File: config.mk
export PLATFORM = sky130hd
export DESIGN_NAME = utf16_to_utf8_utf32_converter_top
export DESIGN_NICKNAME = d
export VERILOG_FILES = /design/src/hdl/u2u_pkg.sv /design/src/hdl/u2u_front.sv /design/src/hdl/u2u_fifo.sv /design/src/hdl/u2u_back.sv /design/src/hdl/utf16_to_utf8_utf32_converter_top.sv
export SDC_FILE = /design/constraint.sdc
export NUM_CORES = 1
export LEC_CHECK = 0
export BUFFER_PORTS_ARGS = -buffer_cell sky130_fd_sc_hd__buf_4
export CAP_MARGIN = 5
export CORE_UTILIZATION = 54
export CTS_BUF_LIST = sky130_fd_sc_hd__clkbuf_2 sky130_fd_sc_hd__clkbuf_4 sky130_fd_sc_hd__clkbuf_8
export CTS_CLUSTER_SIZE = 10
export DETAILED_ROUTE_END_ITERATION = 10
export PLACE_DENSITY = 0.78
export SLEW_MARGIN = 20
export SYNTH_ARGS = -nofsm -noshare
export SYNTH_HDL_FRONTEND = slang
export SYNTH_SLANG_ARGS = --single-unit
File: constraint.sdc
create_clock -name clk_i -period 3.2 [get_ports clk_i]
set_input_delay 0 -clock clk_i [delete_from_list [all_inputs] [get_ports clk_i]]
set_output_delay 0 -clock clk_i [all_outputs]
set_load 0.05 [all_outputs]
File: src/hdl/u2u_pkg.sv
package u2u_pkg;

  // surrogate ranges
  localparam logic [15:0] SurrFirst = 16'hD800;
  localparam logic [15:0] HighLast  = 16'hDBFF;
  localparam logic [15:0] LowFirst  = 16'hDC00;
  localparam logic [15:0] SurrLast  = 16'hDFFF;

  localparam int unsigned ScalarW = 21;
  localparam logic [ScalarW-1:0] SuppBase = 21'h10000;

  // utf-8 limits and byte marks
  localparam logic [ScalarW-1:0] Utf8Lim1 = 21'h00080;
  localparam logic [ScalarW-1:0] Utf8Lim2 = 21'h00800;
  localparam logic [7:0] Utf8Cont  = 8'h80;
  localparam logic [7:0] Utf8Lead2 = 8'hC0;
  localparam logic [7:0] Utf8Lead3 = 8'hE0;
  localparam logic [7:0] Utf8Lead4 = 8'hF0;

  // configuration register indexes
  localparam logic [0:0] CfgOutputFormat = 1'b0;
  localparam logic [0:0] CfgPairOrder    = 1'b1;

  // one unit of work handed from the front to the back
  typedef struct packed {
    logic               err;
    logic               pair;
    logic               fmt;
    logic               rev;
    logic [ScalarW-1:0] scalar;
  } job_t;

  // queue status seen by both sides
  typedef struct packed {
    logic full;
    logic empty;
  } q_stat_t;

  function automatic logic [31:0] byte_rev(input logic [31:0] w);
    byte_rev = {w[7:0], w[15:8], w[23:16], w[31:24]};
  endfunction

endpackage

File: src/hdl/u2u_front.sv
module u2u_front (
  input  logic           clk_i,
  input  logic           rst_ni,
  input  logic           cfg_we_i,
  input  logic [0:0]     cfg_idx_i,
  input  logic           cfg_data_i,
  input  logic           accept_i,
  input  logic [15:0]    code_unit_i,
  input  logic           final_unit_i,
  output logic           job_push_o,
  output u2u_pkg::job_t  job_o
);
  import u2u_pkg::*;

  logic        fmt_q, order_q;
  logic        held_q, held_d;
  logic [15:0] held_unit_q;
  logic        err_q, err_d;

  logic        is_surr, is_high, is_low, lead, trail;
  logic        produce;
  logic [9:0]  hi_bits, lo_bits;
  job_t        job;

  always_comb begin
    is_surr = (code_unit_i >= SurrFirst) && (code_unit_i <= SurrLast);
    is_high = (code_unit_i >= SurrFirst) && (code_unit_i <= HighLast);
    is_low  = (code_unit_i >= LowFirst) && (code_unit_i <= SurrLast);
    lead    = order_q ? is_low : is_high;
    trail   = order_q ? is_high : is_low;
    hi_bits = order_q ? code_unit_i[9:0] : held_unit_q[9:0];
    lo_bits = order_q ? held_unit_q[9:0] : code_unit_i[9:0];

    job.err    = 1'b0;
    job.pair   = 1'b0;
    job.fmt    = fmt_q;
    job.rev    = order_q;
    job.scalar = {5'd0, code_unit_i};
    produce    = 1'b0;
    held_d     = held_q;
    err_d      = err_q;

    if (!err_q) begin
      if (held_q) begin
        produce = 1'b1;
        held_d  = 1'b0;
        if (!trail) begin
          job.err = 1'b1;
          err_d   = 1'b1;
        end else begin
          job.pair   = 1'b1;
          job.scalar = {1'b0, hi_bits, lo_bits} + SuppBase;
        end
      end else if (!is_surr) begin
        produce = 1'b1;
      end else if (lead && !final_unit_i) begin
        held_d = 1'b1;
      end else begin
        produce = 1'b1;
        job.err = 1'b1;
        err_d   = 1'b1;
      end
    end
  end

  assign job_push_o = accept_i && produce;
  assign job_o      = job;

  always_ff @(posedge clk_i or negedge rst_ni) begin
    if (!rst_ni) begin
      fmt_q   <= 1'b0;
      order_q <= 1'b0;
      held_q  <= 1'b0;
      err_q   <= 1'b0;
    end else begin
      if (cfg_we_i) begin
        if (cfg_idx_i == CfgOutputFormat) fmt_q <= cfg_data_i;
        if (cfg_idx_i == CfgPairOrder) order_q <= cfg_data_i;
      end
      if (accept_i) begin
        held_q <= held_d;
        err_q  <= err_d;
      end
    end
  end

  always_ff @(posedge clk_i) begin
    if (accept_i && !err_q && !held_q && lead && !final_unit_i) begin
      held_unit_q <= code_unit_i;
    end
  end

  // once the sticky error is set nothing more reaches the back
  a_silent_after_err: assert property (@(posedge clk_i) disable iff (!rst_ni)
    err_q |-> !job_push_o) else $error("job issued after sticky error");

endmodule

File: src/hdl/u2u_fifo.sv
module u2u_fifo #(
  parameter int unsigned Depth = 2
) (
  input  logic             clk_i,
  input  logic             rst_ni,
  input  logic             push_i,
  input  u2u_pkg::job_t    data_i,
  input  logic             pop_i,
  output u2u_pkg::job_t    data_o,
  output u2u_pkg::q_stat_t stat_o
);
  import u2u_pkg::*;

  localparam int unsigned PtrW = (Depth > 1) ? $clog2(Depth) : 1;
  localparam int unsigned CntW = $clog2(Depth + 1);
  localparam logic [PtrW-1:0] LastPtr = PtrW'(Depth - 1);
  localparam logic [CntW-1:0] FullCnt = CntW'(Depth);

  job_t            mem_q [Depth];
  logic [PtrW-1:0] wr_ptr_q, rd_ptr_q;
  logic [CntW-1:0] cnt_q;

  assign stat_o.full  = (cnt_q == FullCnt);
  assign stat_o.empty = (cnt_q == '0);
  assign data_o       = mem_q[rd_ptr_q];

  always_ff @(posedge clk_i) begin
    if (push_i) begin
      mem_q[wr_ptr_q] <= data_i;
    end
  end

  always_ff @(posedge clk_i or negedge rst_ni) begin
    if (!rst_ni) begin
      wr_ptr_q <= '0;
      rd_ptr_q <= '0;
      cnt_q    <= '0;
    end else begin
      if (push_i) begin
        wr_ptr_q <= (wr_ptr_q == LastPtr) ? '0 : wr_ptr_q + 1'b1;
      end
      if (pop_i) begin
        rd_ptr_q <= (rd_ptr_q == LastPtr) ? '0 : rd_ptr_q + 1'b1;
      end
      if (push_i && !pop_i) begin
        cnt_q <= cnt_q + 1'b1;
      end else if (pop_i && !push_i) begin
        cnt_q <= cnt_q - 1'b1;
      end
    end
  end

  a_cnt_track: assert property (@(posedge clk_i) disable iff (!rst_ni)
    push_i && !pop_i |=> cnt_q == $past(cnt_q) + 1'b1)
    else $error("queue fill count out of step");

endmodule

File: src/hdl/u2u_back.sv
module u2u_back (
  input  logic             clk_i,
  input  logic             rst_ni,
  input  u2u_pkg::job_t    job_i,
  input  u2u_pkg::q_stat_t q_stat_i,
  output logic             q_pop_o,
  input  logic             pop_i,
  output logic             empty_o,
  output logic [31:0]      out_value_o,
  output logic             last_of_run_o,
  output logic             error_flag_o
);
  import u2u_pkg::*;

  logic        out_valid_q;
  logic [31:0] value_q;
  logic        last_q, err_q;
  logic [1:0]  idx_q;

  logic        head_valid, out_ready, advance, is_last;
  logic [1:0]  last_idx, rem;
  logic [5:0]  six;
  logic [7:0]  utf8_byte;
  logic [31:0] word, value_d;

  always_comb begin
    head_valid = !q_stat_i.empty;
    out_ready  = !out_valid_q || pop_i;
    advance    = head_valid && out_ready;

    if (job_i.err || job_i.fmt) begin
      last_idx = 2'd0;
    end else if (job_i.pair) begin
      last_idx = 2'd3;
    end else if (job_i.scalar < Utf8Lim1) begin
      last_idx = 2'd0;
    end else if (job_i.scalar < Utf8Lim2) begin
      last_idx = 2'd1;
    end else begin
      last_idx = 2'd2;
    end
    is_last = (idx_q == last_idx);

    rem = last_idx - idx_q;
    case (rem)
      2'd0:    six = job_i.scalar[5:0];
      2'd1:    six = job_i.scalar[11:6];
      default: six = job_i.scalar[17:12];
    endcase

    if (idx_q == 2'd0) begin
      case (last_idx)
        2'd0:    utf8_byte = {1'b0, job_i.scalar[6:0]};
        2'd1:    utf8_byte = Utf8Lead2 | {3'd0, job_i.scalar[10:6]};
        2'd2:    utf8_byte = Utf8Lead3 | {4'd0, job_i.scalar[15:12]};
        default: utf8_byte = Utf8Lead4 | {5'd0, job_i.scalar[20:18]};
      endcase
    end else begin
      utf8_byte = Utf8Cont | {2'd0, six};
    end

    word = {11'd0, job_i.scalar};
    if (job_i.err) begin
      value_d = '0;
    end else if (job_i.fmt) begin
      value_d = (job_i.pair && job_i.rev) ? byte_rev(word) : word;
    end else begin
      value_d = {24'd0, utf8_byte};
    end
  end

  assign q_pop_o       = advance && is_last;
  assign empty_o       = !out_valid_q;
  assign out_value_o   = value_q;
  assign last_of_run_o = last_q;
  assign error_flag_o  = err_q;

  always_ff @(posedge clk_i or negedge rst_ni) begin
    if (!rst_ni) begin
      out_valid_q <= 1'b0;
      idx_q       <= '0;
    end else begin
      if (advance) begin
        out_valid_q <= 1'b1;
        idx_q       <= is_last ? 2'd0 : idx_q + 1'b1;
      end else if (pop_i) begin
        out_valid_q <= 1'b0;
      end
    end
  end

  always_ff @(posedge clk_i) begin
    if (advance) begin
      value_q <= value_d;
      last_q  <= is_last;
      err_q   <= job_i.err;
    end
  end

  a_err_shape: assert property (@(posedge clk_i) disable iff (!rst_ni)
    out_valid_q && err_q |-> last_q && value_q == '0)
    else $error("error result not single and zero");

  a_multi_utf8: assert property (@(posedge clk_i) disable iff (!rst_ni)
    head_valid && idx_q != 2'd0 |-> !job_i.err && !job_i.fmt)
    else $error("byte index advanced on a single-result job");

endmodule

File: src/hdl/utf16_to_utf8_utf32_converter_top.sv
// channel   | direction | handshake             | payload
// ----------+-----------+-----------------------+-------------------------------------------
// input     | in        | push / full           | code_unit_i[15:0], final_unit_i
// result    | out       | empty / pop           | out_value_o[31:0], last_of_run_o, error_flag_o
// config    | in        | cfg_we_i (no wait)    | cfg_idx_i, cfg_data_i
//
// a code unit is decoded in the cycle it is taken; its work lands in a small job queue
// the back stage drains one job as one to four results, one result per cycle unless pop is held
// low: four for a supplementary pair in utf-8, so the 32-bit output register sets the pace
// input keeps flowing while results wait, until the job queue fills (full)
// reset clears the held surrogate, the sticky error, both registers and the job queue
module utf16_to_utf8_utf32_converter_top #(
  parameter int unsigned QueueDepth = 2
) (
  input  logic        clk_i,
  input  logic        rst_ni,
  // configuration write port
  input  logic        cfg_we_i,
  input  logic [0:0]  cfg_idx_i,
  input  logic        cfg_data_i,
  // input transactions
  input  logic        push,
  output logic        full,
  input  logic [15:0] code_unit_i,
  input  logic        final_unit_i,
  // result transactions
  output logic        empty,
  input  logic        pop,
  output logic [31:0] out_value_o,
  output logic        last_of_run_o,
  output logic        error_flag_o
);
  import u2u_pkg::*;

  logic    accept;
  logic    job_push, job_pop;
  job_t    job_in, job_head;
  q_stat_t q_stat;

  // an input transaction is taken whenever the job queue has room
  assign full   = q_stat.full;
  assign accept = push && !q_stat.full;

  // front: surrogate pairing, sticky error, register file
  u2u_front u_front (
    .clk_i        (clk_i),
    .rst_ni       (rst_ni),
    .cfg_we_i     (cfg_we_i),
    .cfg_idx_i    (cfg_idx_i),
    .cfg_data_i   (cfg_data_i),
    .accept_i     (accept),
    .code_unit_i  (code_unit_i),
    .final_unit_i (final_unit_i),
    .job_push_o   (job_push),
    .job_o        (job_in)
  );

  // decouples decode from byte emission
  u2u_fifo #(
    .Depth (QueueDepth)
  ) u_fifo (
    .clk_i  (clk_i),
    .rst_ni (rst_ni),
    .push_i (job_push),
    .data_i (job_in),
    .pop_i  (job_pop),
    .data_o (job_head),
    .stat_o (q_stat)
  );

  // back: expands a job into its result transactions via a registered output
  u2u_back u_back (
    .clk_i         (clk_i),
    .rst_ni        (rst_ni),
    .job_i         (job_head),
    .q_stat_i      (q_stat),
    .q_pop_o       (job_pop),
    .pop_i         (pop),
    .empty_o       (empty),
    .out_value_o   (out_value_o),
    .last_of_run_o (last_of_run_o),
    .error_flag_o  (error_flag_o)
  );

endmodule

==> results_dict.tcl, run 1 <==
set metrics [dict create \
    cp.depth 10 \
    totalWireLength_mm 10.9 \
    place.gp.congestion 0.902 \
    critPathLaunchType "flop" \
    fmax_mhz 322 \
    pwr_density_cell_nw_per_um2 984 \
    grt_setup_unrepaired "true" \
    ir_drop_mv 0.368 \
    design_area_sq_um 6090 \
    synth.largest_area_cell "edfxtp_1" \
    finish.net_count 515 \
    initial_core_util_pct 56.3 \
    power.net_switching_uw 2580 \
    r2r_end "u_back.out_value_o[0]" \
    p_int_uw 3420 \
    crit_chain "mux2_2 > or4b_2 > nand3_1 > a21o_1 > ha_1 > xnor2_1 > xnor2_1 > buf_4 > mux2i_1 > o221ai_1" \
    worstSetupPathType "reg -> reg" \
    cts-root-buf "clkbuf_8" \
    worst-path-buf-inv 1 \
    period_needed_ps 3110 \
    wl_per_cell_um 18.4 \
    drtIter0Drc 190 \
    setup_slack_ps 93.0 \
    routed_via_density 5.69 \
    cp_max_fo 7 \
    violations "design-rule violations" \
    placed_cell_area_sq_um 5680 \
    syn2layout_area_growth_pct 22.3 \
    die_area_sq_um 9620 \
    antenna_found_initial 0 \
    timing.max_cap.violations 0 \
    dr.pass1.iters 7 \
    critical_path_required_ps 3300 \
    synth_edf_count 94 \
    min_to "u_fifo.mem_q[1][15]" \
    htree_levels 3 \
    synth_top_area_share_pct 56.6 \
    cp_slowest_cell "or4b_2" \
    rr_worst_depth 10 \
    synthTopCellsByArea "edfxtp_1, dfrtp_1, mux2i_1" \
    status "complete, but fails checks" \
    setup_viol 0 \
    dominantRegCellSynth "edfxtp_1" \
    arrival_ps 3210 \
    tritoncts "yes" \
    crit_path_end_kind "flop" \
    multi_input_area_sq_um 1770 \
    clk_pin_slew_ps 110 \
    fillers 650 \
    antennaDiodeCount 0 \
    grt_usage_pct 24.1 \
    hold_viol 0 \
    dp_slack_ps 62.0 \
    grt_pass1_vias 3481 \
    path_delay_family "simple AND/OR/NAND/NOR gates" \
    switching_share_pct 43.0 \
    numCtsBuffers 9 \
    drive_gt1_share_pct 28.3 \
    grt_max_degree 37 \
    drc 8 \
    io_buffers 59 \
    worst_slew_pin_slew_ps 650 \
    cp_common_cell "xnor2_1" \
    reg2reg_slack_ps 90 \
    hp-class "in -> reg" \
    slew_headroom_pct 56.6 \
    period_share_pct 97.1 \
    yosysSeqAreaShare_pct 62.2 \
    yosys_warnings 0 \
    synthArstFlopShare_pct 10.5 \
    leakagePower_uw 0.00242 \
    p_clk_share_pct 14.5 \
    clkSinkCount 105 \
    cts_buffer_depth 2 \
    dr_total_vias 3390 \
    slew_violations 0 \
    hp-start "code_unit_i[15]" \
    core_area_sq_um 8850 \
    die_y_um 98.1 \
    crit-reg2reg-launch "u_fifo.rd_ptr_q" \
    seq_area_sq_um 3100 \
    overflow 0 \
    syn_avg_cell_area_sq_um 12.9 \
    io_pins 60 \
    grt_pass1_wl_mm 17.6 \
    num_rows 34 \
    dp.cells 561 \
    syn_nets 417 \
    synth_cells 385 \
    fin_cells 596 \
    synthesis.area_sq_um 4980 \
    dpl.hpwl_mm 7.88 \
    power_frac_seq_pct 35.6 \
    ys_ff_latch 105 \
    slowest_delay_ps 660 \
    drtAntennaViolNets 0 \
    pwr-share-comb_pct 49.9 \
    fin_worst_skew_ps 13.3 \
    insertion_delay_ps 370 \
    die_w_um 98.1 \
    ys_types 54 \
    hold_depth 2 \
]
==> registers in the layout, indices dropped and copies added (netlist names) <==
register and count:
u_fifo.mem_q 50, u_back.out_value_o 32, u_front.held_unit_q 10, u_back.idx_q 2
u_fifo.cnt_q 2, u_back.error_flag_o 1, u_back.last_of_run_o 1, u_back.out_valid_q 1
u_fifo.rd_ptr_q 1, u_fifo.wr_ptr_q 1, u_front.err_q 1, u_front.fmt_q 1
u_front.held_q 1, u_front.order_q 1
==> per-layer routing <==
layer | vias up | part of all wire, % | GRT usage (%)
met2 | 103 | 49 | 41.1
met4 | 0 | 2.3 | 10.0
li1 | 1634 | - | -
met1 | 1633 | 45 | 30.9
met3 | 20 | 3.9 | 3.79
met5 | - | 0 | 0
==> what timing repair did <==
action,4_1_cts,5_1_grt
hold buffers,19,0
buffers inserted,0,0
resized for setup,0,5
endpoints found under the setup margin,0,7
endpoints found under the hold margin,44,0
==> synthesized netlist by cell type, drive strengths merged, types with 5 or more instances <==
master / number
buf: 7
mux2i: 27
xnor2: 7
nand2b: 7
o22ai: 5
o21ai: 15
mux2: 24
edfxtp: 94
a21oi: 9
clkbuf: 8
inv: 18
ha: 8
a211oi: 8
nand2: 20
a21boi: 5
nand3: 7
nor2: 52
dfrtp: 11
==> worst max path at each step <==
stage / slack (ps) / endpoint / startpoint
2_1_floorplan: 30 / u_back.out_value_o[4] / u_fifo.rd_ptr_q
3_3_place_gp: 100 / u_back.out_value_o[0] / u_fifo.rd_ptr_q
3_5_place_dp: 60 / u_back.out_value_o[0] / u_fifo.rd_ptr_q
4_1_cts: 40 / u_back.out_value_o[0] / u_fifo.rd_ptr_q
5_1_grt: -20 / u_back.out_value_o[0] / u_fifo.rd_ptr_q
6_report: 90 / u_back.out_value_o[0] / u_fifo.rd_ptr_q
==> worst register-to-register path: stages, from the launching register on <==
cell and delay, ps:
dfrtp_2 460, mux2_2 370, or4b_2 660, nand3_1 90, a21o_1 150, ha_1 210
xnor2_1 110, xnor2_1 300, buf_4 190, mux2i_1 180, o221ai_1 120
==> power by group through the flow <==
| stage | Sequential (uW) | Clock [uW] | Combinational [uW] |
|---|---|---|---|
| 2_1_floorplan | 2790 | 0 | 1420 |
| 3_5_place_dp | 2170 | 0 | 2940 |
| 6_report | 2140 | 870 | 2990 |
| 5_1_grt | 2180 | 928 | 3190 |
| 3_3_place_gp | 2160 | 0 | 2930 |
| 4_1_cts | 2140 | 882 | 2970 |
==> layout by cell type, fill, tap and decap left out, drive strengths merged, types with 11 or more instances in the layout <==
master and instances:
edfxtp 94, buf 83, o21ai 15, nand2 20, mux2i 27, inv 21
dfrtp 11, dlygate4sd3 19, nor2 52, mux2 24
==> layout make-up <==
cell class,instances,share of cell area (%)
flip-flops and latches,105,50.9
multi-input cells,247,29.0
inverters,18,1.11
clock buffers,9,2.03
repair buffers,102,13.3
clock inverters,7,1.44
well taps,108,2.22
==> per-stage QoR <==
stage | hold slack, ps | power, uW | util (%) | setup TNS, ps
2_1_floorplan | -296 | 4210 | - | 0
3_3_place_gp | -157 | 5090 | 64.2 | 0
5_1_grt | 41.2 | 6300 | 68.9 | -32.1
4_1_cts | 40.7 | 5990 | 68.8 | 0
3_5_place_dp | -148 | 5110 | 64.2 | 0
6_report | 56.2 | 6000 | 68.9 | 0
==> cells by family after synthesis <==
| kind of cell | Yosys count | synth area share (%) |
|---|---|---|
| xor+xnor | 11 | 1.93 |
| flops | 105 | 62.2 |
| mux | 51 | 10.8 |
| compound gates | 67 | 9.67 |
| fa+ha+maj | 8 | 2.01 |
| simple gates | 110 | 10.4 |
| buf+inv | 33 | 2.99 |
Power figures use the tool's default switching activity.
==> run 2: changes to the inputs <==
Settings changed: PLACE_DENSITY 0.78 to 0.84.
==> run 2 against run 1 <==
Against the previous run: the run still ends with design-rule violations left; routed wire length fell by 3.3%; largest cell class unchanged; non-clock buffer count fell by 2; hold slack got worse by 10 ps; register-to-register slack improved by 30 ps; critical path type unchanged; total power fell by 1.1%; global-route usage fell by 1.0 points; sequential power barely moved; clock power fell by 2%; sequential share of layout area rose by 0.052 points; critical path depth fell by 1; combinational power fell by 2%.
==> results_dict.tcl, run 2 (synthesized netlist as in run 1, its figures left out) <==
set metrics [dict create \
    dr_total_vias 3427 \
    hp-class "in -> reg" \
    antenna_found_initial 0 \
    worst_slew_pin_slew_ps 582 \
    status "complete, but fails checks" \
    io_pins 60 \
    ir_drop_mv 0.373 \
    period_share_pct 96.0 \
    num_rows 34 \
    mostFrequentLayoutCells "edfxtp_1, buf_4, nor2_1" \
    violations "design-rule violations" \
    cts-root-buf "clkbuf_8" \
    seq_area_sq_um 3100 \
    place.gp.congestion 0.852 \
    fin_cells 594 \
    fmax_mhz 325 \
    routed_via_density 5.77 \
    crit_path_end_kind "flop" \
    drtAntennaViolNets 0 \
    grt_usage_pct 23.1 \
    slowest_delay_ps 670 \
    finish.net_count 513 \
    grt_max_degree 37 \
    arrival_ps 3210 \
    dpl.hpwl_mm 7.65 \
    core_area_sq_um 8850 \
    die_area_sq_um 9620 \
    clkSinkCount 105 \
    crit_chain "mux2_2 > or4b_2 > nand3_1 > a21o_1 > ha_2 > buf_4 > o21ai_0 > a31oi_1 > a41o_1" \
    timing.max_cap.violations 0 \
    hp-start "code_unit_i[12]" \
    min_to "u_fifo.mem_q[1][12]" \
    cts_buffer_depth 2 \
    crit-reg2reg-launch "u_fifo.rd_ptr_q" \
    die_y_um 98.1 \
    antennaDiodeCount 0 \
    fin_worst_skew_ps 13.0 \
    io_buffers 59 \
    htree_levels 3 \
    largest_register_ffs 50 \
    largest-register "u_fifo.mem_q" \
    final_common_cell "edfxtp_1" \
    hold_viol 0 \
    slew_violations 0 \
    clk_pin_slew_ps 100 \
    slew_headroom_pct 60.1 \
    critPathLaunchType "flop" \
    drive_gt1_share_pct 28.6 \
    grt_setup_unrepaired "false" \
    worstSetupPathType "reg -> reg" \
    placed_cell_area_sq_um 5660 \
    hold_ws_ps 46.0 \
    totalWireLength_mm 10.6 \
    r2r_end "u_back.out_value_o[5]" \
    grt_pass1_wl_mm 16.7 \
    setup_viol 0 \
    drc 8 \
    finalPower_uw 5940 \
    reg2reg_slack_ps 130 \
    grt_pass1_vias 3307 \
    pwr_density_cell_nw_per_um2 975 \
    cp_slowest_cell "or4b_2" \
    drtIter0Drc 193 \
    cp_max_fo 9 \
    insertion_delay_ps 380 \
    fillers 639 \
    initial_core_util_pct 56.3 \
    finalSetupTns_ps 0 \
    leakagePower_uw 0.00241 \
    dp.cells 558 \
    period_needed_ps 3070 \
    tritoncts "yes" \
    overflow 0 \
    critical_path_required_ps 3330 \
    dr.pass1.iters 7 \
    wl_per_cell_um 17.8 \
    numCtsBuffers 9 \
    hold_depth 2 \
    die_w_um 98.1 \
    syn2layout_area_growth_pct 22.2 \
    rr_worst_depth 9 \
    multi_input_area_sq_um 1780 \
    design_area_sq_um 6090 \
]
## run 2: cell count changes in the layout (fill, tap and decap cells not counted), sizes merged
| cell | delta |
|---|---|
| buf | -2 |
| clkinv | -1 |
| inv | -1 |
| clkinvlp | +2 |
## run 2: what timing repair did
item	4_1_cts	5_1_grt
hold buffers	19	0
setup buffers	0	1
resized for setup	0	6
endpoints found under the setup margin	0	5
hold endpoints to repair	46	0
## run 2: cell type report
type | count | area share (%)
clock buffers | 9 | 2.03
clock inverters | 7 | 1.44
inverters | 18 | 1.11
multi-input cells | 247 | 29.2
flip-flops and latches | 105 | 50.9
well taps | 108 | 2.22
repair buffers | 100 | 13.1
## run 2: per-layer routing
| layer | wire, um | global-route usage (%) | part of all wire [%] |
|---|---|---|---|
| met5 | 0 | 0 | 0 |
| met4 | 284 | 9.32 | 2.7 |
| met3 | 592 | 4.15 | 5.6 |
| met1 | 4590 | 30.4 | 43 |
| met2 | 5110 | 38.0 | 48 |
## run 2: metrics by stage
step	setup slack (ps)	util, %
floorplan	32.9	-
global placement	120	64.0
detailed placement	96.3	64.0
CTS	43.7	68.5
global route	7.47	68.8
finish	127	68.8
## run 2: report_power, final
group,internal (uW),leakage [uW],switching [uW]
combinational,1040,0.00128,1890
clock,375,0.0000992,481
sequential,1980,0.00102,173
total,3390,0.00241,2540
## run 2: how the worst max path moves through the flow
stage	cells past startpoint	to	start
4_1_cts	11	u_back.out_value_o[0]	u_fifo.rd_ptr_q
6_report	9	u_back.out_value_o[5]	u_fifo.rd_ptr_q
2_1_floorplan	14	u_back.out_value_o[4]	u_fifo.rd_ptr_q
5_1_grt	9	u_back.out_value_o[5]	u_fifo.rd_ptr_q
3_3_place_gp	11	u_back.out_value_o[0]	u_fifo.rd_ptr_q
3_5_place_dp	11	u_back.out_value_o[0]	u_fifo.rd_ptr_q
## run 2: worst max-delay path, delay by kind of cell, from the launching register on
| kind | cells | cell delay, ps |
|---|---|---|
| multiplexers | 1 | 370 |
| adder cells (fa/ha/maj) | 1 | 320 |
| buffers and inverters | 1 | 180 |
| AND/OR/NAND/NOR | 2 | 760 |
| AO/OA/AOI/OAI | 4 | 750 |
| flip-flops | 1 | 450 |
==> run 3: changes to the inputs <==
Settings changed: CORE_UTILIZATION 54 to 40, PLACE_DENSITY 0.84 to 0.67, REMOVE_ABC_BUFFERS set to 1.
==> run 3 against run 2 <==
Against the previous run: the flow now finishes without violations; design area up 1.2%; total power up 0.41%; hold slack worse by 39 ps; flip-flop and latch count unchanged; first-iteration DRC count down 23%; clock skew about the same; combinational power up 1%; sequential share of layout area down 0.59 points; clock-buffer cell count up 1; critical path depth up 1; global-route usage down 4.5 points; utilization down 18 points; largest power group unchanged.
==> results_dict.tcl, run 3 (synthesized netlist as in run 1, its figures left out) <==
set metrics [dict create \
    reg2reg_slack_ps 60 \
    timing.max_cap.violations 0 \
    slew_violations 0 \
    drc 0 \
    drtAntennaViolNets 0 \
    cp_max_fo 10 \
    dr.pass1.iters 5 \
    rr_worst_depth 10 \
    pwr_density_cell_nw_per_um2 968 \
    crit-reg2reg-launch "u_fifo.rd_ptr_q" \
    period_share_pct 98.0 \
    crit_path_end_kind "flop" \
    drive_gt1_share_pct 29.2 \
    dr_total_vias 3372 \
    leakagePower_uw 0.00241 \
    setup_viol 0 \
    clk_pin_slew_ps 100 \
    core_area_sq_um 12100 \
    mostFrequentLayoutCells "edfxtp_1, buf_4, nor2_1" \
    arrival_ps 3360 \
    setup_slack_ps 64.1 \
    worstSetupPathType "reg -> reg" \
    period_needed_ps 3140 \
    numCtsBuffers 9 \
    cts_buffer_depth 2 \
    die_w_um 114 \
    cts_setup_buffers 0 \
    insertion_delay_ps 390 \
    hp-class "in -> reg" \
    grt_pass1_vias 3417 \
    routed_via_density 5.15 \
    r2r_end "u_back.out_value_o[3]" \
    dpl.hpwl_mm 8.18 \
    hold_viol 0 \
    final_common_cell "edfxtp_1" \
    grt_max_degree 37 \
    hold_depth 3 \
    tritoncts "yes" \
    syn2layout_area_growth_pct 23.6 \
    status "complete, no violations" \
    grt_setup_unrepaired "true" \
    die_area_sq_um 12900 \
    fin_worst_skew_ps 12.8 \
    ir_drop_mv 0.279 \
    clkSinkCount 105 \
    dp_slack_ps 49.5 \
    finish.net_count 514 \
    critical_path_required_ps 3420 \
    initial_core_util_pct 41.3 \
    worst_slew_pin_slew_ps 600 \
    grt_pass1_wl_mm 17.8 \
    antenna_found_initial 0 \
    dp.cells 621 \
    num_rows 40 \
    io_buffers 59 \
    min_to "u_fifo.mem_q[1][10]" \
    largest_register_ffs 50 \
    slew_headroom_pct 58.8 \
    grt_usage_pct 18.5 \
    largest-register "u_fifo.mem_q" \
    cts-root-buf "clkbuf_8" \
    drtIter0Drc 148 \
    place.gp.congestion 0.903 \
    critPathLaunchType "flop" \
    hp-start "code_unit_i[10]" \
    fin_cells 655 \
    antennaDiodeCount 0 \
    htree_levels 3 \
    fmax_mhz 319 \
    wl_per_cell_um 17.0 \
    io_pins 60 \
    totalWireLength_mm 11.1 \
    overflow 0 \
    die_y_um 114 \
]
-- run 3: cell count changes in the layout (fill, tap and decap cells not counted), sizes merged --
cell,delta
dlygate4sd3,-1
inv,-1
buf,+2
clkbuf,+1
-- run 3: power breakdown --
group / leakage [uW] / switching, uW / internal, uW
Sequential: 0.00102 / 168 / 1980
Combinational: 0.00129 / 1910 / 1070
Clock: 0.0000963 / 467 / 373
-- run 3: metrics by stage --
step	TNS (ps)	area, sq um	utilization [%]	total power [uW]	hold slack (ps)
4_1_cts	0	6120	50.7	5920	6.34
3_5_place_dp	0	5740	47.6	5070	-153
3_3_place_gp	0	5740	47.6	5020	-153
5_1_grt	-59.0	6160	51.1	6290	17.0
2_1_floorplan	-3880	4900	-	4120	-296
6_report	0	6160	51.1	5960	6.61
-- run 3: routing by layer --
layer  up-vias  global-route usage, %  part of all wire, %
li1       1623                      -                    -
met1      1623                   23.4                   44
met2       101                   31.0                   49
met3        25                   3.19                  4.2
met4         0                   9.21                  2.6
met5         -                      0                    0
-- run 3: what timing repair did --
action,4_1_cts,5_1_grt
resized for setup,0,10
endpoints found under the setup margin,0,8
hold buffers,18,0
hold endpoints to repair,46,0
-- run 3: area by class of cell --
type	instances	area [sq um]
multi-input cells	247	1780
fillers	1043	5900
inverters	18	67.6
well taps	168	210
clock inverters	6	67.6
flip-flops and latches	105	3100
repair buffers	101	803
clock buffers	10	131
-- run 3: critical path, cell delays in order, from the launching register on --
cell and delay, ps:
dfrtp_2 440, mux2_2 360, or4b_2 680, nand3_1 90, a21o_1 160, ha_2 280
nor2_1 80, a2111oi_1 430, buf_4 190, a2bb2oi_1 60, o21ai_0 180
-- run 3: how the worst max path moves through the flow --
stage,startpoint,end,cells past startpoint
finish,u_fifo.rd_ptr_q,u_back.out_value_o[3],10
global route,u_fifo.rd_ptr_q,u_back.out_value_o[3],10
CTS,u_fifo.rd_ptr_q,u_back.out_value_o[4],11
detailed placement,u_fifo.rd_ptr_q,u_back.out_value_o[4],11
global placement,u_fifo.rd_ptr_q,u_back.out_value_o[5],10
floorplan,u_fifo.rd_ptr_q,u_back.out_value_o[4],11
